<file path="src/rtl/bmc_pkg.sv">
`timescale 1ns / 1ps
// ----------------------------------------------------------------------------
// bmc_pkg
// Shared types, codes and constants of the button menu controller.
// ----------------------------------------------------------------------------
package bmc_pkg;

   // press kinds
   localparam logic [1:0] KIND_NONE      = 2'd0;
   localparam logic [1:0] KIND_SHORT     = 2'd1;
   localparam logic [1:0] KIND_LONG      = 2'd2;
   localparam logic [1:0] KIND_VERY_LONG = 2'd3;

   // menu states
   localparam logic [2:0] MENU_OFF     = 3'd0;
   localparam logic [2:0] MENU_BATTERY = 3'd1;
   localparam logic [2:0] MENU_MOIST   = 3'd2;
   localparam logic [2:0] MENU_MANUAL  = 3'd3;
   localparam logic [2:0] MENU_SEL_THR = 3'd4;
   localparam logic [2:0] MENU_SEL_MUL = 3'd5;
   localparam logic [2:0] MENU_CHG_THR = 3'd6;
   localparam logic [2:0] MENU_CHG_MUL = 3'd7;

   // transition codes
   localparam logic [3:0] CHG_NONE            = 4'd0;
   localparam logic [3:0] CHG_OFF_TO_BATT     = 4'd1;
   localparam logic [3:0] CHG_BATT_TO_SELTHR  = 4'd2;
   localparam logic [3:0] CHG_BATT_TO_MOIST   = 4'd3;
   localparam logic [3:0] CHG_MOIST_TO_MANUAL = 4'd4;
   localparam logic [3:0] CHG_MOIST_TO_BATT   = 4'd5;
   localparam logic [3:0] CHG_MANUAL_TO_MOIST = 4'd6;
   localparam logic [3:0] CHG_SELTHR_TO_SELMUL = 4'd7;
   localparam logic [3:0] CHG_SELTHR_TO_CHGTHR = 4'd8;
   localparam logic [3:0] CHG_SELMUL_TO_SELTHR = 4'd9;
   localparam logic [3:0] CHG_SELMUL_TO_CHGMUL = 4'd10;
   localparam logic [3:0] CHG_LEVEL_STEP      = 4'd11;
   localparam logic [3:0] CHG_MULT_STEP       = 4'd12;
   localparam logic [3:0] CHG_CONFIRM_OFF     = 4'd13;
   localparam logic [3:0] CHG_SHUTDOWN        = 4'd14;
   localparam logic [3:0] CHG_TIMEOUT         = 4'd15;

   // register indexes
   localparam logic [1:0] REG_TICK_MS      = 2'd0;
   localparam logic [1:0] REG_TIMEOUT_SEC  = 2'd1;
   localparam logic [1:0] REG_LONG_TICKS   = 2'd2;
   localparam logic [1:0] REG_OFF_TICKS    = 2'd3;

   // register reset values
   localparam logic [9:0] TICK_MS_RST     = 10'd10;
   localparam logic [7:0] TIMEOUT_SEC_RST = 8'd30;
   localparam logic [9:0] LONG_TICKS_RST  = 10'd75;
   localparam logic [9:0] OFF_TICKS_RST   = 10'd300;

   // fixed limits
   localparam logic [9:0]  COUNT_MAX       = 10'd1023;
   localparam logic [9:0]  SHORT_MIN_TICKS = 10'd2;
   localparam logic [3:0]  LEVEL_MAX       = 4'd8;
   localparam logic [2:0]  MULT_MAX        = 3'd5;
   localparam logic [10:0] MS_PER_SECOND   = 11'd1000;
   localparam logic [7:0]  SEC_MAX         = 8'd255;
   localparam logic [3:0]  LEVEL_RST       = 4'd4;
   localparam logic [2:0]  MULT_RST        = 3'd1;

   typedef struct packed {
      logic [9:0] tick_ms;
      logic [7:0] timeout_seconds;
      logic [9:0] long_press_ticks;
      logic [9:0] off_press_ticks;
   } cfg_type;

   typedef struct packed {
      logic       pressed;
      logic [1:0] kind;
   } press_type;

   typedef struct packed {
      logic [2:0] menu_state;
      logic [3:0] change_code;
      logic [1:0] press_kind;
      logic [3:0] level_out;
      logic [2:0] mult_out;
      logic       save_level;
      logic       save_mult;
   } result_type;

endpackage

</file>
<file path="src/rtl/bmc_if.sv">
`timescale 1ns / 1ps
// ----------------------------------------------------------------------------
// bmc_if
// Valid/ready channels of the button menu controller: tick and result.
// ----------------------------------------------------------------------------
interface bmc_req_if;
   logic valid;
   logic ready;
   logic button_level;
   logic valve_open;

   modport source (output valid, output button_level, output valve_open, input ready);
   modport sink   (input valid, input button_level, input valve_open, output ready);
endinterface

interface bmc_rsp_if;
   logic       valid;
   logic       ready;
   logic [2:0] menu_state;
   logic [3:0] change_code;
   logic [1:0] press_kind;
   logic [3:0] level_out;
   logic [2:0] mult_out;
   logic       save_level;
   logic       save_mult;

   modport source (output valid, output menu_state, output change_code, output press_kind,
                   output level_out, output mult_out, output save_level, output save_mult,
                   input ready);
   modport sink   (input valid, input menu_state, input change_code, input press_kind,
                   input level_out, input mult_out, input save_level, input save_mult,
                   output ready);
endinterface

</file>
<file path="src/rtl/bmc_classify.sv">
`timescale 1ns / 1ps
// ----------------------------------------------------------------------------
// bmc_classify
// Press classifier: counts held ticks and reports short, long, very long.
// ----------------------------------------------------------------------------
module bmc_classify (
   input  logic                clock,
   input  logic                reset,
   input  logic                advance,
   input  logic                pressed,
   input  bmc_pkg::cfg_type    cfg,
   output bmc_pkg::press_type  press
);

   logic [9:0] press_count_ff, press_count_in;
   logic [9:0] hold_count_ff,  hold_count_in;
   logic       long_given_ff,  long_given_in;
   logic [9:0] press_inc, hold_inc;
   logic       hit_long, hit_off;
   logic [1:0] kind;

   // saturating increments
   assign press_inc = (press_count_ff == bmc_pkg::COUNT_MAX) ? press_count_ff
                                                             : press_count_ff + 10'd1;
   assign hold_inc  = (hold_count_ff == bmc_pkg::COUNT_MAX) ? hold_count_ff
                                                            : hold_count_ff + 10'd1;
   assign hit_long  = (press_inc >= cfg.long_press_ticks) && !long_given_ff;
   assign hit_off   = (hold_inc >= cfg.off_press_ticks);

   always_comb begin
      kind           = bmc_pkg::KIND_NONE;
      press_count_in = 10'd0;
      hold_count_in  = 10'd0;
      long_given_in  = 1'b0;
      if (pressed) begin
         press_count_in = hit_long ? 10'd0 : press_inc;
         hold_count_in  = hit_off  ? 10'd0 : hold_inc;
         long_given_in  = long_given_ff | hit_long;
         if (hit_off) begin
            kind = bmc_pkg::KIND_VERY_LONG;
         end else if (hit_long) begin
            kind = bmc_pkg::KIND_LONG;
         end
      end else if (!long_given_ff && (press_count_ff >= bmc_pkg::SHORT_MIN_TICKS)) begin
         kind = bmc_pkg::KIND_SHORT;
      end
   end

   assign press.pressed = pressed;
   assign press.kind    = kind;

   always_ff @(posedge clock) begin
      if (reset) begin
         press_count_ff <= 10'd0;
         hold_count_ff  <= 10'd0;
         long_given_ff  <= 1'b0;
      end else if (advance) begin
         press_count_ff <= press_count_in;
         hold_count_ff  <= hold_count_in;
         long_given_ff  <= long_given_in;
      end
   end

endmodule

</file>
<file path="src/rtl/bmc_menu.sv">
`timescale 1ns / 1ps
// ----------------------------------------------------------------------------
// bmc_menu
// Menu state machine with level/multiplier settings and idle timeout.
// ----------------------------------------------------------------------------
module bmc_menu (
   input  logic                clock,
   input  logic                reset,
   input  logic                advance,
   input  logic                valve_open,
   input  bmc_pkg::press_type  press,
   input  bmc_pkg::cfg_type    cfg,
   output bmc_pkg::result_type result
);

   logic [2:0]  menu_ff,  menu_in;
   logic [3:0]  level_ff, level_in;
   logic [2:0]  mult_ff,  mult_in;
   logic [10:0] ms_ff,    ms_in;
   logic [7:0]  sec_ff,   sec_in;

   logic [2:0]  menu_step;
   logic [3:0]  code_step;
   logic [3:0]  code;
   logic        sv_level, sv_mult;
   logic        sh, lg;
   logic [10:0] ms_base, ms_sum;
   logic [7:0]  sec_base, sec_tmp;

   assign sh = (press.kind == bmc_pkg::KIND_SHORT);
   assign lg = (press.kind == bmc_pkg::KIND_LONG);

   // menu step on the classified press
   always_comb begin
      menu_step = menu_ff;
      code_step = bmc_pkg::CHG_NONE;
      level_in  = level_ff;
      mult_in   = mult_ff;
      sv_level  = 1'b0;
      sv_mult   = 1'b0;
      if (sh || lg) begin
         case (menu_ff)
            bmc_pkg::MENU_OFF: begin
               menu_step = bmc_pkg::MENU_BATTERY;
               code_step = bmc_pkg::CHG_OFF_TO_BATT;
            end
            bmc_pkg::MENU_BATTERY: begin
               if (lg) begin
                  menu_step = bmc_pkg::MENU_SEL_THR;
                  code_step = bmc_pkg::CHG_BATT_TO_SELTHR;
               end else begin
                  menu_step = bmc_pkg::MENU_MOIST;
                  code_step = bmc_pkg::CHG_BATT_TO_MOIST;
               end
            end
            bmc_pkg::MENU_MOIST: begin
               if (lg && !valve_open) begin
                  menu_step = bmc_pkg::MENU_MANUAL;
                  code_step = bmc_pkg::CHG_MOIST_TO_MANUAL;
               end else if (sh) begin
                  menu_step = bmc_pkg::MENU_BATTERY;
                  code_step = bmc_pkg::CHG_MOIST_TO_BATT;
               end
            end
            bmc_pkg::MENU_MANUAL: begin
               if (valve_open) begin
                  menu_step = bmc_pkg::MENU_MOIST;
                  code_step = bmc_pkg::CHG_MANUAL_TO_MOIST;
               end
            end
            bmc_pkg::MENU_SEL_THR: begin
               if (sh) begin
                  menu_step = bmc_pkg::MENU_SEL_MUL;
                  code_step = bmc_pkg::CHG_SELTHR_TO_SELMUL;
               end else begin
                  menu_step = bmc_pkg::MENU_CHG_THR;
                  code_step = bmc_pkg::CHG_SELTHR_TO_CHGTHR;
               end
            end
            bmc_pkg::MENU_SEL_MUL: begin
               if (sh) begin
                  menu_step = bmc_pkg::MENU_SEL_THR;
                  code_step = bmc_pkg::CHG_SELMUL_TO_SELTHR;
               end else begin
                  menu_step = bmc_pkg::MENU_CHG_MUL;
                  code_step = bmc_pkg::CHG_SELMUL_TO_CHGMUL;
               end
            end
            bmc_pkg::MENU_CHG_THR: begin
               if (sh) begin
                  level_in  = (level_ff >= bmc_pkg::LEVEL_MAX) ? 4'd1 : level_ff + 4'd1;
                  code_step = bmc_pkg::CHG_LEVEL_STEP;
                  sv_level  = 1'b1;
               end else begin
                  menu_step = bmc_pkg::MENU_OFF;
                  code_step = bmc_pkg::CHG_CONFIRM_OFF;
               end
            end
            default: begin
               if (sh) begin
                  mult_in   = (mult_ff >= bmc_pkg::MULT_MAX) ? 3'd1 : mult_ff + 3'd1;
                  code_step = bmc_pkg::CHG_MULT_STEP;
                  sv_mult   = 1'b1;
               end else begin
                  menu_step = bmc_pkg::MENU_OFF;
                  code_step = bmc_pkg::CHG_CONFIRM_OFF;
               end
            end
         endcase
      end else if (press.kind == bmc_pkg::KIND_VERY_LONG) begin
         menu_step = bmc_pkg::MENU_OFF;
         code_step = bmc_pkg::CHG_SHUTDOWN;
      end
   end

   // idle timeout, acting after the menu step; a press clears the counters
   assign ms_base  = press.pressed ? 11'd0 : ms_ff;
   assign sec_base = press.pressed ? 8'd0  : sec_ff;
   assign ms_sum   = ms_base + {1'b0, cfg.tick_ms};

   always_comb begin
      menu_in = menu_step;
      code    = code_step;
      ms_in   = 11'd0;
      sec_in  = 8'd0;
      sec_tmp = sec_base;
      if (menu_step != bmc_pkg::MENU_OFF) begin
         if (ms_sum >= bmc_pkg::MS_PER_SECOND) begin
            sec_tmp = (sec_base == bmc_pkg::SEC_MAX) ? sec_base : sec_base + 8'd1;
            ms_in   = 11'd0;
         end else begin
            ms_in   = ms_sum;
         end
         sec_in = sec_tmp;
         if (sec_tmp >= cfg.timeout_seconds) begin
            menu_in = bmc_pkg::MENU_OFF;
            code    = bmc_pkg::CHG_TIMEOUT;
            sec_in  = 8'd0;
            ms_in   = 11'd0;
         end
      end
   end

   assign result.menu_state  = menu_in;
   assign result.change_code = code;
   assign result.press_kind  = press.kind;
   assign result.level_out   = level_in;
   assign result.mult_out    = mult_in;
   assign result.save_level  = sv_level;
   assign result.save_mult   = sv_mult;

   always_ff @(posedge clock) begin
      if (reset) begin
         menu_ff  <= bmc_pkg::MENU_OFF;
         level_ff <= bmc_pkg::LEVEL_RST;
         mult_ff  <= bmc_pkg::MULT_RST;
         ms_ff    <= 11'd0;
         sec_ff   <= 8'd0;
      end else if (advance) begin
         menu_ff  <= menu_in;
         level_ff <= level_in;
         mult_ff  <= mult_in;
         ms_ff    <= ms_in;
         sec_ff   <= sec_in;
      end
   end

endmodule

</file>
<file path="src/rtl/button_menu_controller_unit.sv">
`timescale 1ns / 1ps
// ----------------------------------------------------------------------------
// button_menu_controller_unit
// Per-tick button classifier, menu sequencer and idle timeout.
// ----------------------------------------------------------------------------
// Usage:
//   req_if carries one main-loop tick per transfer: the sampled switch level
//   and the valve state. rsp_if returns exactly one result per tick: menu
//   state, transition code, press kind, level and multiplier settings and
//   the two save strobes.
//   csr_* is a plain write port: tick length in ms, idle timeout in seconds,
//   long and very long press thresholds in ticks. Write only while idle.
//   Flow: an accepted tick waits in the input register, then loads the result
//   register, from which it can transfer. Throughput: one tick per cycle
//   while the receiver takes results; the tick state advances as
//   the input register drains into the result register, so a tick that
//   follows back to back already sees the updated state.
//   Reset (synchronous, active high) clears both stages, sets the menu off,
//   level 4, multiplier 1, counters zero and the registers to their defaults.
//   When the receiver stalls, the result register holds, the input register
//   fills with one more tick, and req_if.ready then drops until space frees.
// ----------------------------------------------------------------------------
module button_menu_controller_unit (
   input  logic        clock,
   input  logic        reset,
   bmc_req_if.sink     req_if,
   bmc_rsp_if.source   rsp_if,
   input  logic        csr_write_enable,
   input  logic [1:0]  csr_index,
   input  logic [9:0]  csr_write_data
);

   // configuration registers
   bmc_pkg::cfg_type cfg_ff;

   always_ff @(posedge clock) begin
      if (reset) begin
         cfg_ff.tick_ms          <= bmc_pkg::TICK_MS_RST;
         cfg_ff.timeout_seconds  <= bmc_pkg::TIMEOUT_SEC_RST;
         cfg_ff.long_press_ticks <= bmc_pkg::LONG_TICKS_RST;
         cfg_ff.off_press_ticks  <= bmc_pkg::OFF_TICKS_RST;
      end else if (csr_write_enable) begin
         case (csr_index)
            bmc_pkg::REG_TICK_MS:     cfg_ff.tick_ms          <= csr_write_data;
            bmc_pkg::REG_TIMEOUT_SEC: cfg_ff.timeout_seconds  <= csr_write_data[7:0];
            bmc_pkg::REG_LONG_TICKS:  cfg_ff.long_press_ticks <= csr_write_data;
            bmc_pkg::REG_OFF_TICKS:   cfg_ff.off_press_ticks  <= csr_write_data;
            default: ;
         endcase
      end
   end

   // input register
   logic in_valid_ff;
   logic in_level_ff;
   logic in_valve_ff;
   logic out_valid_ff;
   logic advance;
   logic take;

   // advance the input stage when the result register is free or drains now
   assign advance       = in_valid_ff && (!out_valid_ff || rsp_if.ready);
   assign req_if.ready  = !in_valid_ff || advance;
   assign take          = req_if.valid && req_if.ready;

   always_ff @(posedge clock) begin
      if (reset) begin
         in_valid_ff <= 1'b0;
      end else if (take) begin
         in_valid_ff <= 1'b1;
      end else if (advance) begin
         in_valid_ff <= 1'b0;
      end
   end

   always_ff @(posedge clock) begin
      if (take) begin
         in_level_ff <= req_if.button_level;
         in_valve_ff <= req_if.valve_open;
      end
   end

   // per-tick logic
   bmc_pkg::press_type  press;
   bmc_pkg::result_type result;

   bmc_classify u_classify (
      .clock   (clock),
      .reset   (reset),
      .advance (advance),
      .pressed (in_level_ff),
      .cfg     (cfg_ff),
      .press   (press)
   );

   bmc_menu u_menu (
      .clock      (clock),
      .reset      (reset),
      .advance    (advance),
      .valve_open (in_valve_ff),
      .press      (press),
      .cfg        (cfg_ff),
      .result     (result)
   );

   // result register
   bmc_pkg::result_type out_ff;

   always_ff @(posedge clock) begin
      if (reset) begin
         out_valid_ff <= 1'b0;
      end else if (advance) begin
         out_valid_ff <= 1'b1;
      end else if (rsp_if.ready) begin
         out_valid_ff <= 1'b0;
      end
   end

   always_ff @(posedge clock) begin
      if (advance) begin
         out_ff <= result;
      end
   end

   assign rsp_if.valid       = out_valid_ff;
   assign rsp_if.menu_state  = out_ff.menu_state;
   assign rsp_if.change_code = out_ff.change_code;
   assign rsp_if.press_kind  = out_ff.press_kind;
   assign rsp_if.level_out   = out_ff.level_out;
   assign rsp_if.mult_out    = out_ff.mult_out;
   assign rsp_if.save_level  = out_ff.save_level;
   assign rsp_if.save_mult   = out_ff.save_mult;

endmodule
</file>
<file path="src/flat_wrapper.sv">
// flat-port wrapper written by rule: the top's interface ports become plain ports
module button_menu_controller_unit_flat 
  (clock, reset, csr_write_enable, csr_index, csr_write_data, req_if_valid, req_if_button_level, req_if_valve_open, req_if_ready, rsp_if_valid, rsp_if_menu_state, rsp_if_change_code, rsp_if_press_kind, rsp_if_level_out, rsp_if_mult_out, rsp_if_save_level, rsp_if_save_mult, rsp_if_ready);
  bmc_req_if req_if_i ();
  bmc_rsp_if rsp_if_i ();
  input  logic clock;
  input  logic reset;
  input  logic csr_write_enable;
  input  logic [1:0] csr_index;
  input  logic [9:0] csr_write_data;
  input wire logic [$bits(req_if_i.valid)-1:0] req_if_valid;
  input wire logic [$bits(req_if_i.button_level)-1:0] req_if_button_level;
  input wire logic [$bits(req_if_i.valve_open)-1:0] req_if_valve_open;
  output wire logic [$bits(req_if_i.ready)-1:0] req_if_ready;
  output wire logic [$bits(rsp_if_i.valid)-1:0] rsp_if_valid;
  output wire logic [$bits(rsp_if_i.menu_state)-1:0] rsp_if_menu_state;
  output wire logic [$bits(rsp_if_i.change_code)-1:0] rsp_if_change_code;
  output wire logic [$bits(rsp_if_i.press_kind)-1:0] rsp_if_press_kind;
  output wire logic [$bits(rsp_if_i.level_out)-1:0] rsp_if_level_out;
  output wire logic [$bits(rsp_if_i.mult_out)-1:0] rsp_if_mult_out;
  output wire logic [$bits(rsp_if_i.save_level)-1:0] rsp_if_save_level;
  output wire logic [$bits(rsp_if_i.save_mult)-1:0] rsp_if_save_mult;
  input wire logic [$bits(rsp_if_i.ready)-1:0] rsp_if_ready;
  assign req_if_i.valid = req_if_valid;
  assign req_if_i.button_level = req_if_button_level;
  assign req_if_i.valve_open = req_if_valve_open;
  assign req_if_ready = req_if_i.ready;
  assign rsp_if_valid = rsp_if_i.valid;
  assign rsp_if_menu_state = rsp_if_i.menu_state;
  assign rsp_if_change_code = rsp_if_i.change_code;
  assign rsp_if_press_kind = rsp_if_i.press_kind;
  assign rsp_if_level_out = rsp_if_i.level_out;
  assign rsp_if_mult_out = rsp_if_i.mult_out;
  assign rsp_if_save_level = rsp_if_i.save_level;
  assign rsp_if_save_mult = rsp_if_i.save_mult;
  assign rsp_if_i.ready = rsp_if_ready;
  button_menu_controller_unit u_core (.clock(clock), .reset(reset), .req_if(req_if_i), .rsp_if(rsp_if_i), .csr_write_enable(csr_write_enable), .csr_index(csr_index), .csr_write_data(csr_write_data));
endmodule
</file>
<file path="config.mk">
export PLATFORM = sky130hd
export DESIGN_NAME = button_menu_controller_unit_flat
export DESIGN_NICKNAME = d
export VERILOG_FILES = /design/src/rtl/bmc_pkg.sv /design/src/rtl/bmc_if.sv /design/src/rtl/bmc_classify.sv /design/src/rtl/bmc_menu.sv /design/src/rtl/button_menu_controller_unit.sv /design/src/flat_wrapper.sv
export SDC_FILE = /design/constraint.sdc
export NUM_CORES = 1
export LEC_CHECK = 0
export BUFFER_PORTS_ARGS = -buffer_cell sky130_fd_sc_hd__buf_2
export CAP_MARGIN = 10
export CORE_UTILIZATION = 30
export CTS_CLUSTER_SIZE = 8
export DETAILED_ROUTE_END_ITERATION = 10
export PLACE_DENSITY = 0.52
export SLEW_MARGIN = 30
export SYNTH_ARGS = -nofsm -noshare
export SYNTH_HDL_FRONTEND = slang
export SYNTH_HIERARCHICAL = 1
export SYNTH_SLANG_ARGS = --single-unit
export TNS_END_PERCENT = 1
</file>
<file path="constraint.sdc">
create_clock -name clock -period 6 [get_ports clock]
set_clock_uncertainty 0.2 [all_clocks]
set_input_delay 0.9 -clock clock [delete_from_list [all_inputs] [get_ports clock]]
set_output_delay 0.9 -clock clock [all_outputs]
set_load 0.05 [all_outputs]
</file>
Word-level counts from Yosys, hierarchy flattened
Cells that the tools add are included.
{"block": "word_totals", "reg_bits": 110, "in_bits": 19, "out_inout_bits": 20, "word_cells": 136}
{"block": "op_classes", "n_addsub": 6, "order_cmp": 7, "n_eq_ne": 15, "muxes": 59, "bitwise": 2, "reduce_logical": 24}
{"cell": "2-to-1 mux 10 bit", "count": 6}
{"cell": "2-to-1 mux 3 bit", "count": 17}
{"cell": "2-to-1 mux 8 bit", "count": 6}
{"cell": "2-to-1 mux 11 bit", "count": 4}
{"cell": "2-to-1 mux 4 bit", "count": 9}
{"cell": "one-hot mux 4 bit (7 select lines)", "count": 1}
{"cell": "adder 10 x 1 -> 10 bit, second input constant", "count": 2}
{"cell": "equality test 10 bit, second input constant", "count": 2}
{"cell": "greater-or-equal comparator 10 bit", "count": 2}
{"cell": "one-hot mux 3 bit (6 select lines)", "count": 1}
{"cell": "2-to-1 mux 2 bit", "count": 6}
{"cell": "adder 11 x 10 -> 11 bit", "count": 1}
{"cell": "greater-or-equal comparator 11 x 10 -> 1 bit, second input constant", "count": 1}
{"cell": "greater-or-equal comparator 10 x 2 -> 1 bit, second input constant", "count": 1}
{"cell": "AND reduction 2 bit", "count": 5}
{"cell": "equality test 3 bit, second input constant", "count": 3}
{"cell": "2-to-1 mux 1 bit", "count": 9}
{"cell": "adder 8 x 1 -> 8 bit, second input constant", "count": 1}
{"cell": "equality test 2 bit, second input constant", "count": 4}
{"cell": "equality test 8 bit, second input constant", "count": 1}
{"cell": "greater-or-equal comparator 8 bit", "count": 1}
{"cell": "OR reduction 8 bit", "count": 1}
{"cell": "OR reduction 7 bit", "count": 1}
{"cell": "equality test 3 x 2 -> 1 bit, second input constant", "count": 2}
{"cell": "other kinds (15)", "count": 26}

Longest topological paths before layout
Gate-level depths: netlist of the first run.
{"block": "logic_depth", "word_depth": 17, "ltp_mapped": 26, "depth_no_buf": 22}

Cells and area by module
The synthesis of the first run kept the hierarchy.
{"module": "bmc_menu", "instances": 1, "cells_per_inst": 345, "area_each_um2": 2633.8, "seq_area_each_um2": 580.6}
{"module": "button_menu_controller_unit", "instances": 1, "cells_per_inst": 176, "area_each_um2": 2205.9, "seq_area_each_um2": 1401.3}
{"module": "bmc_classify", "instances": 1, "cells_per_inst": 229, "area_each_um2": 1781.7, "seq_area_each_um2": 420.4}

Worst setup path after synthesis of the first run
OpenSTA, ideal clock, no wires.
{"block": "synth_timing", "path_type": "register to register", "from": "register u_core.in_level_ff", "to": "register u_core.u_menu.sec_ff[4]", "setup_time_ns": 0.062, "arrival_ns": 5.316, "required_ns": 5.738, "slack_ns": 0.422, "path_stages_with_launch": 26, "n_path_buf": 4, "synth_period_minus_slack_ns": 5.578, "cell_sequence": "edfxtp_1 buf_4 clkbuf_1 clkbuf_1 nor2b_1 ha_1 inv_1 fa_1 nand2b_1 a21oi_1 a21oi_1 o21ai_0 xnor2_1 a21boi_1 buf_6 or3b_4 xnor2_1 ha_1 a21o_1 a31oi_1 o21ai_1 o41ai_4 o311ai_2 nor2_1 or4b_1 nand3_1"}
{"block": "synth_between", "elab_chain_len": 8, "word_cells_on_any_way": 28, "cone_classes": "add/sub (2); order compare (2); eq/ne (4); mux (17); reduce/logical (3)"}
{"item": "start, declared", "line_no": "button_menu_controller_unit.sv:55", "text": "logic in_level_ff;"}
{"item": "start signal, assigned", "line_no": "button_menu_controller_unit.sv:78", "text": "in_level_ff <= req_if.button_level;"}
{"item": "2-to-1 mux 11 bit (tied with other cells)", "line_no": "bmc_menu.sv:117", "text": "assign ms_base = press.pressed ? 11'd0 : ms_ff;"}
{"item": "adder 11 x 10 -> 11 bit (tied with other cells)", "line_no": "bmc_menu.sv:119", "text": "assign ms_sum = ms_base + {1'b0, cfg.tick_ms};"}
{"item": "greater-or-equal comparator 11 x 10 -> 1 bit (tied with other cells)", "line_no": "bmc_menu.sv:128", "text": "if (ms_sum >= bmc_pkg::MS_PER_SECOND) begin"}
{"item": "2-to-1 mux 8 bit / 2-to-1 mux 3 bit (equally long branches)", "line_no": "bmc_menu.sv:128, bmc_menu.sv:57"}
{"item": "2-to-1 mux 8 bit / one-hot mux 3 bit (6 select lines) (equally long branches)", "line_no": "bmc_menu.sv:127, bmc_menu.sv:42"}
{"item": "greater-or-equal comparator 8 bit / 2-to-1 mux 3 bit (equally long branches)", "line_no": "bmc_menu.sv:135, bmc_menu.sv:41"}
{"item": "2-to-1 mux 8 bit / nonzero test 3 bit (equally long branches)", "line_no": "bmc_menu.sv:135, bmc_menu.sv:127"}
{"item": "2-to-1 mux 8 bit (*)", "line_no": "bmc_menu.sv:127", "text": "if (menu_step != bmc_pkg::MENU_OFF) begin"}
{"item": "end signal, assigned", "line_no": "bmc_menu.sv:164", "text": "sec_ff <= sec_in;"}
{"item": "end, declared", "line_no": "bmc_menu.sv:20", "text": "logic [7:0] sec_ff, sec_in;"}
Mark *: on every way between the ends. The rest lies on a longest branch, timed or not. The select of a mux whose other input is x is not followed.
A chain may end at the register's enable or synchronous reset.

==> results.txt, run 1 <==
Leak - 0.002999 uW
Antenna cell count - 0
FF+latch count, synth - 110
Worst path slowest cell - or3_1
Slew HR - 48.06%
Post-route setup slack - 470.9 ps
Total gr overflow - 0
Max incr delay on CP - 530 ps
Finish-stage setup viols - 0
Worst reg2reg endpoint - u_core/u_menu/sec_ff[4]$_SDFFE_PP0P_
Unique cell type count in the Yosys netlist - 77
Top_reg_cell synth - dfxtp_1
Row cnt - 53
Input/output buffers - 38
Final ANT Viol Nets - 0
TritonCTS clock tree - done
DRC Markers - 0
Top post-synthesis cells by count - 90 x dfxtp_1, 69 x nor2_1, 52 x nand2_1
Endpoint class of the critical path - flip-flop
Mapped Avg Cell Area - 8.828 um^2
Largest area contributor in the netlist - dfxtp_1
Maxcap violations - 0
Core Util, Final - 34.23%
Beginning of the worst hold path - u_core/u_menu/sec_ff[1]$_SDFFE_PP0P_
Startpoint Class - flip-flop
Status - complete, no violations
Drt total wl - 14650 um
Warnings from Yosys - 6
Hold slack - 267.2 ps
Clk_lat worst skew - 350 ps
Multi-input logic area - 3849 um^2
First-pass GRT wire length - 24130 um
Synth-to-Final Area Change - 10.39%
Max VDD drop - 0.1368 mV
Number of flops mapped to enable cells by yosys - 20
Filler cells - 2247
Ports - 39
Synth async-reset ratio - 0%
Setup TNS - 0 ps
H-tree levels - 3
Chip height - 150.6 um
Min Tclk post-route - 5529 ps
Antenna violations before repair - 0
Final period util - 92.15%
Critical Path AT - 5620 ps
WHS Endpoint - u_core/u_menu/sec_ff[1]$_SDFFE_PP0P_
Layout cells sized above 1 - 11.47%
DR iter-0 viols - 267
Most frequent cell after synthesis - dfxtp_1
Cells after synthesis - 750
Hold WC Path Type - flip-flop to flip-flop
Worst-Margin Slew - 776.3 ps
WL/cell - 13.94 um
Required @ worst endpoint - 6100 ps
Cell mode on critical path - nor2_1
Post-Syn Area - 6621 um^2
Non-filler instance count after layout - 1051
R2r setup slk - 470 ps
Sequential area share after synthesis - 36.28%
Setup WS pre-CTS - 426.1 ps
Critical path cell sequence - ha_1 > nand3_2 > or3_1 > nand4_1 > nor2_1 > or2_2 > ha_1 > nand3_1 > a211oi_1 > or3_1 > o21ai_0 > o31ai_1 > ha_1 > nand2b_1 > nor2_1 > nor2_1 > a221oi_2 > o311ai_2 > nor2_1 > buf_4 > or4b_1 > nand3_1
DR vias - 5124
Final Hold Fails - 0
Die X - 150.6 um
Hold Buf Count CTS - 0
Die footprint - 22670 um^2
All-Layer GR Usage - 13.65%
Hold path depth - 1
Reg area - 2402 um^2
R2r worst-path depth - 22
Vias in the first global route - 4774
GPL Wtd Cong - 0.8334
Largest net degree at the start of global routing - 58
RSZ-0062 raised after global routing - false
CP Max Fanout - 9
Cell family with most CP delay - simple AND/OR/NAND/NOR gates
Max Freq - 180.9 MHz
Pre-antenna DRT Iters - 4
Top cell type's share of synthesized area - 27.21%
CTS Buffer Depth - 2
WS Path Type - flip-flop to flip-flop
Sink Count - 110
Inserted Clock Buffers - 9
R2r startpoint - u_core/u_classify/hold_count_ff[0]$_SDFFE_PP0P_
PwrDens - 201.8 nW/um^2
Setup Buffers After CTS - 0
Slew Limit Fails - 0
Vias per cell - 4.875
Inst Count DP - 1035
Syn nets - 819
Buf+Inv Stages, Crit Path - 1
Clock slew at reported path FFs - 70 ps
Post-DP HPWL - 10830 um
Area contributors post-synth - dfxtp_1 27%, ha_1 9.3%, edfxtp_1 9.1%, mux2i_1 6.8%, nand2b_1 4.7%
Root Driver - clkbuf_16
Core area - 21350 um^2
Starting Density - 31.01%
# nets final - 840
==> metal layers <==
metal / routed length [um] / share of wire [%] / up-vias / global-route usage, %
met5: 0 / 0 / - / 0
li1: - / - / 2679 / -
met4: 128 / 0.87 / 0 / 3.485
met3: 578 / 3.9 / 7 / 2.606
met1: 7795 / 53 / 2348 / 19.80
met2: 6144 / 42 / 90 / 20.48
==> how the worst max path moves through the flow <==
stage          slack, ps                                   end                                             from  cells after the start
2_1_floorplan        420  u_core/u_menu/sec_ff[4]$_SDFFE_PP0P_                     u_core/in_level_ff$_DFFE_PP_                     25
3_3_place_gp         530   u_core/u_menu/ms_ff[2]$_SDFFE_PP0P_  u_core/u_classify/hold_count_ff[0]$_SDFFE_PP0P_                     20
3_5_place_dp         430   u_core/u_menu/ms_ff[2]$_SDFFE_PP0P_  u_core/u_classify/hold_count_ff[0]$_SDFFE_PP0P_                     20
4_1_cts              390   u_core/u_menu/ms_ff[2]$_SDFFE_PP0P_  u_core/u_classify/hold_count_ff[0]$_SDFFE_PP0P_                     20
5_1_grt               40  u_core/u_menu/sec_ff[4]$_SDFFE_PP0P_  u_core/u_classify/hold_count_ff[0]$_SDFFE_PP0P_                     21
6_report             470  u_core/u_menu/sec_ff[4]$_SDFFE_PP0P_  u_core/u_classify/hold_count_ff[0]$_SDFFE_PP0P_                     22
==> state kept, by name, indices dropped and copies added, names as in the netlist, 4 cells and up <==
name	cells
u_core/cfg_ff	38
u_core/u_menu/ms_ff	11
u_core/u_classify/hold_count_ff	10
u_core/u_classify/press_count_ff	10
u_core/u_menu/sec_ff	8
u_core/rsp_if.change_code	4
u_core/rsp_if.level_out	4
u_core/u_menu/level_ff	4
==> cell type report <==
type	instances	area share [%]
inverters	48	2.465
well taps	275	4.707
multi-input cells	555	52.65
clock inverters	6	0.6505
clock buffers	10	3.132
flip-flops and latches	110	32.87
repair buffers	47	3.526
==> cells by family (layout without fill, tap and decap cells) <==
group                      count (synthesis)  count (layout)  share of synthesized area (%)
buffers and inverters                     85             111                          5.669
DFF                                      110             110                          36.28
AOI/OAI and AO/OA                        153             153                          16.25
muxes                                     47              47                          7.143
and+or+nand+nor                          291             291                          23.24
adders and majority gates                 50              50                          9.562
xor gates and xnor gates                  14              14                          1.852
==> power by group <==
group          internal, uW  switching (uW)
Sequential              768            10.8
Clock                   285             286
Combinational          42.0            83.1
==> per-stage QoR <==
step | power, uW | cell area [um^2]
final | 1475 | 7310
after global routing | 1545 | 7310
after CTS | 1500 | 7306
after detailed placement | 922.1 | 7029
after global placement | 922.5 | 7029
after floorplan | 885.2 | 6621
==> layout by cell type (no fill, tap or decap), drive strengths merged, types with 3 or more instances in the layout <==
master,instances
dfxtp,90
nor2,70
nand2,52
nand2b,50
inv,49
ha,49
buf,47
mux2i,45
a21oi,36
o21ai,32
nand3,25
nor2b,24
edfxtp,20
a22o,15
nor3,12
and2,12
clkbuf,10
xnor2,9
o31ai,9
and3,9
a211oi,8
o21a,7
nand4,5
a31oi,5
or3,5
a21o,5
xor2,5
o211ai,5
or4,5
nand3b,4
nor4,4
a22oi,4
or2,4
clkinvlp,3
o221ai,3
nor3b,3
o21bai,3
o41ai,3
==> what timing repair did <==
action / CTS / global route
endpoints found under the setup margin: 0 / 7
gates resized for setup: 0 / 2
hold endpoints to repair: 0 / 0
Note: power is estimated with default switching activity, not from simulation.
==> run 2, diff against run 1 <==
- CAP_MARGIN: 10 -> 20
- CORE_UTILIZATION: 30 -> 56
- PLACE_DENSITY: 0.52 -> 0.82
- REMOVE_ABC_BUFFERS: not set -> 1
==> results.txt, run 2 (synthesis gave the netlist of run 1 again) <==
Post-CTS resize count - 0 (unchanged)
Input/output buffers - 38 (unchanged)
Most common cell after layout, fill and taps aside - dfxtp_1 (unchanged)
Final Hold Fails - 0 (unchanged)
Endpoint class of the critical path - flip-flop (unchanged)
Synth-to-Final Area Change - 7.729% (was 10.39%)
Cell area after layout - 7133 um^2 (was 7310 um^2)
Post-DP HPWL - 10070 um (was 10830 um)
Slew Limit Fails - 0 (unchanged)
Maxcap violations - 0 (unchanged)
Leak - 0.003003 uW (was 0.002999 uW)
Vias in the first global route - 4865 (was 4774)
Multi-input logic area - 3859 um^2 (was 3849 um^2)
H-tree levels - 3 (unchanged)
Worst-Margin Slew - 777.3 ps (was 776.3 ps)
Starting Density - 57.74% (was 31.01%)
Max VDD drop - 0.1456 mV (was 0.1368 mV)
Antenna cell count - 0 (unchanged)
Filler cells - 966 (was 2247)
CTS Buffer Depth - 2 (unchanged)
R2r worst-path depth - 20 (was 22)
Max reg flops - 38 (unchanged)
Most frequent cells in the layout - 90 x dfxtp_1, 68 x nor2_1, 52 x nand2_1, 50 x nand2b_1, 49 x ha_1 (was 90 x dfxtp_1, 69 x nor2_1, 52 x nand2_1, 50 x nand2b_1)
DR vias - 5345 (was 5124)
Hold WC Path Type - flip-flop to flip-flop (unchanged)
WL/cell - 15.17 um (was 13.94 um)
Row cnt - 39 (was 53)
Pre-antenna DRT Iters - 5 (was 4)
Setup Buffers After CTS - 0 (unchanged)
Root Driver - clkbuf_16 (unchanged)
Die X - 110.7 um (was 150.6 um)
Total gr overflow - 0 (unchanged)
WS Path Type - flip-flop to flip-flop (unchanged)
Required @ worst endpoint - 6100 ps (about the same)
Hold path depth - 2 (was 1)
Core Util, Final - 62.20% (was 34.23%)
Max Freq - 175.7 MHz (was 180.9 MHz)
Ports - 39 (unchanged)
Reg area - 2402 um^2 (unchanged)
Status - complete, no violations (unchanged)
Chip height - 110.7 um (was 150.6 um)
Slew HR - 47.36% (was 48.06%)
CP Max Fanout - 9 (unchanged)
Antenna violations before repair - 0 (unchanged)
Core area - 11470 um^2 (was 21350 um^2)
# nets final - 841 (was 840)
Vias per cell - 5.822 (was 4.875)
Largest net degree at the start of global routing - 55 (was 58)
Clk_lat worst skew - 350 ps (about the same)
DR iter-0 viols - 365 (was 267)
Drt total wl - 13930 um (was 14650 um)
Die footprint - 12260 um^2 (was 22670 um^2)
Layout cells sized above 1 - 11.23% (was 11.47%)
TritonCTS clock tree - done (unchanged)
First-pass GRT wire length - 22670 um (was 24130 um)
Min Tclk post-route - 5691 ps (was 5529 ps)
All-Layer GR Usage - 22.74% (was 13.65%)
Register with the most flip-flops - u_core/cfg_ff (unchanged)
Startpoint Class - flip-flop (unchanged)
Biggest regs - u_core/cfg_ff: 38 flops, u_core/u_menu/ms_ff: 11 flops (unchanged)
Critical Path AT - 5790 ps (was 5620 ps)
GPL Wtd Cong - 0.9044 (was 0.8334)
Hold Buf Count CTS - 0 (unchanged)
RSZ-0062 raised after global routing - true (was false)
Inserted Clock Buffers - 9 (unchanged)
Placed Area - 6872 um^2 (was 7029 um^2)
PwrDens - 201.7 nW/um^2 (was 201.8 nW/um^2)
DRC Markers - 0 (unchanged)
Final ANT Viol Nets - 0 (unchanged)
Final period util - 94.85% (was 92.15%)
Finish-stage setup viols - 0 (unchanged)
Clock slew at reported path FFs - 70 ps (about the same)
Sink Count - 110 (unchanged)
[run 2: cell count changes in the layout (fill, tap and decap cells not counted), sizes merged]
cell / previous run / this run
clkbuf: 10 / 11
buf: 47 / 48
clkinv: 2 / 3
inv: 49 / 48
clkinvlp: 3 / 0
[run 2: final cells by class]
| cell class | instances | area share, % |
|---|---|---|
| Clock buffer | 11 | 3.263 |
| Clock inverter | 3 | 0.2105 |
| Inverter | 48 | 2.526 |
| Multi-Input combinational cell | 555 | 54.10 |
| Sequential cell | 110 | 33.68 |
| Tap cell | 143 | 2.508 |
| Timing Repair Buffer | 48 | 3.719 |
[run 2: where the power goes]
group | leakage (uW) | switching [uW] | total [uW] | internal, uW
clock | 0.000125 | 259 | 535 | 275
combinational | 0.00196 | 81.4 | 124 | 42.5
sequential | 0.000919 | 11.0 | 780 | 769
[run 2: path summary, 6_finish.rpt]
path,startpoint,end,slack [ps]
setup / recovery,u_core/u_classify/hold_count_ff[0]$_SDFFE_PP0P_,u_core/u_menu/sec_ff[4]$_SDFFE_PP0P_,310
hold / removal,u_core/u_menu/ms_ff[8]$_SDFFE_PP0P_,u_core/u_menu/ms_ff[8]$_SDFFE_PP0P_,260
hold reg to reg,u_core/u_menu/ms_ff[8]$_SDFFE_PP0P_,u_core/u_menu/ms_ff[8]$_SDFFE_PP0P_,260
setup reg to reg,u_core/u_classify/hold_count_ff[0]$_SDFFE_PP0P_,u_core/u_menu/sec_ff[4]$_SDFFE_PP0P_,310
[run 2: per-stage QoR]
step	TNS [ps]	power, uW	worst slack [ps]	hold slack (ps)	cells
final	0	1439	309.0	257.4	918
after floorplan	0	876.8	497.9	217.3	713
after global routing	-48.23	1488	-48.23	281.4	918
after detailed placement	0	918.8	250.8	244.3	904
after global placement	0	915.2	523.4	229.6	904
after CTS	0	1448	215.7	260.0	918
[run 2: routing by layer]
layer / GRT usage [%] / vias up / share of wire [%]
met5: 0 / - / 0
met3: 3.280 / 19 / 4.3
met1: 31.26 / 2504 / 48
li1: - / 2682 / -
met4: 8.800 / 0 / 1.8
met2: 36.11 / 140 / 46
[run 2: critical path, stage by stage (launching register included)]
cell and delay (ps):
dfxtp_1 430, ha_1 240, nand3_2 100, or3_1 530, and3_4 260, a31oi_1 220
ha_1 270, nand4_1 140, a211oi_1 70, or3_1 460, o21ai_0 270, o31ai_1 180
ha_1 340, nand2b_1 190, nor2_1 190, nor2_1 80, a221oi_2 410, o311ai_4 210
nor2_2 280, or4b_1 470, nand3_1 90
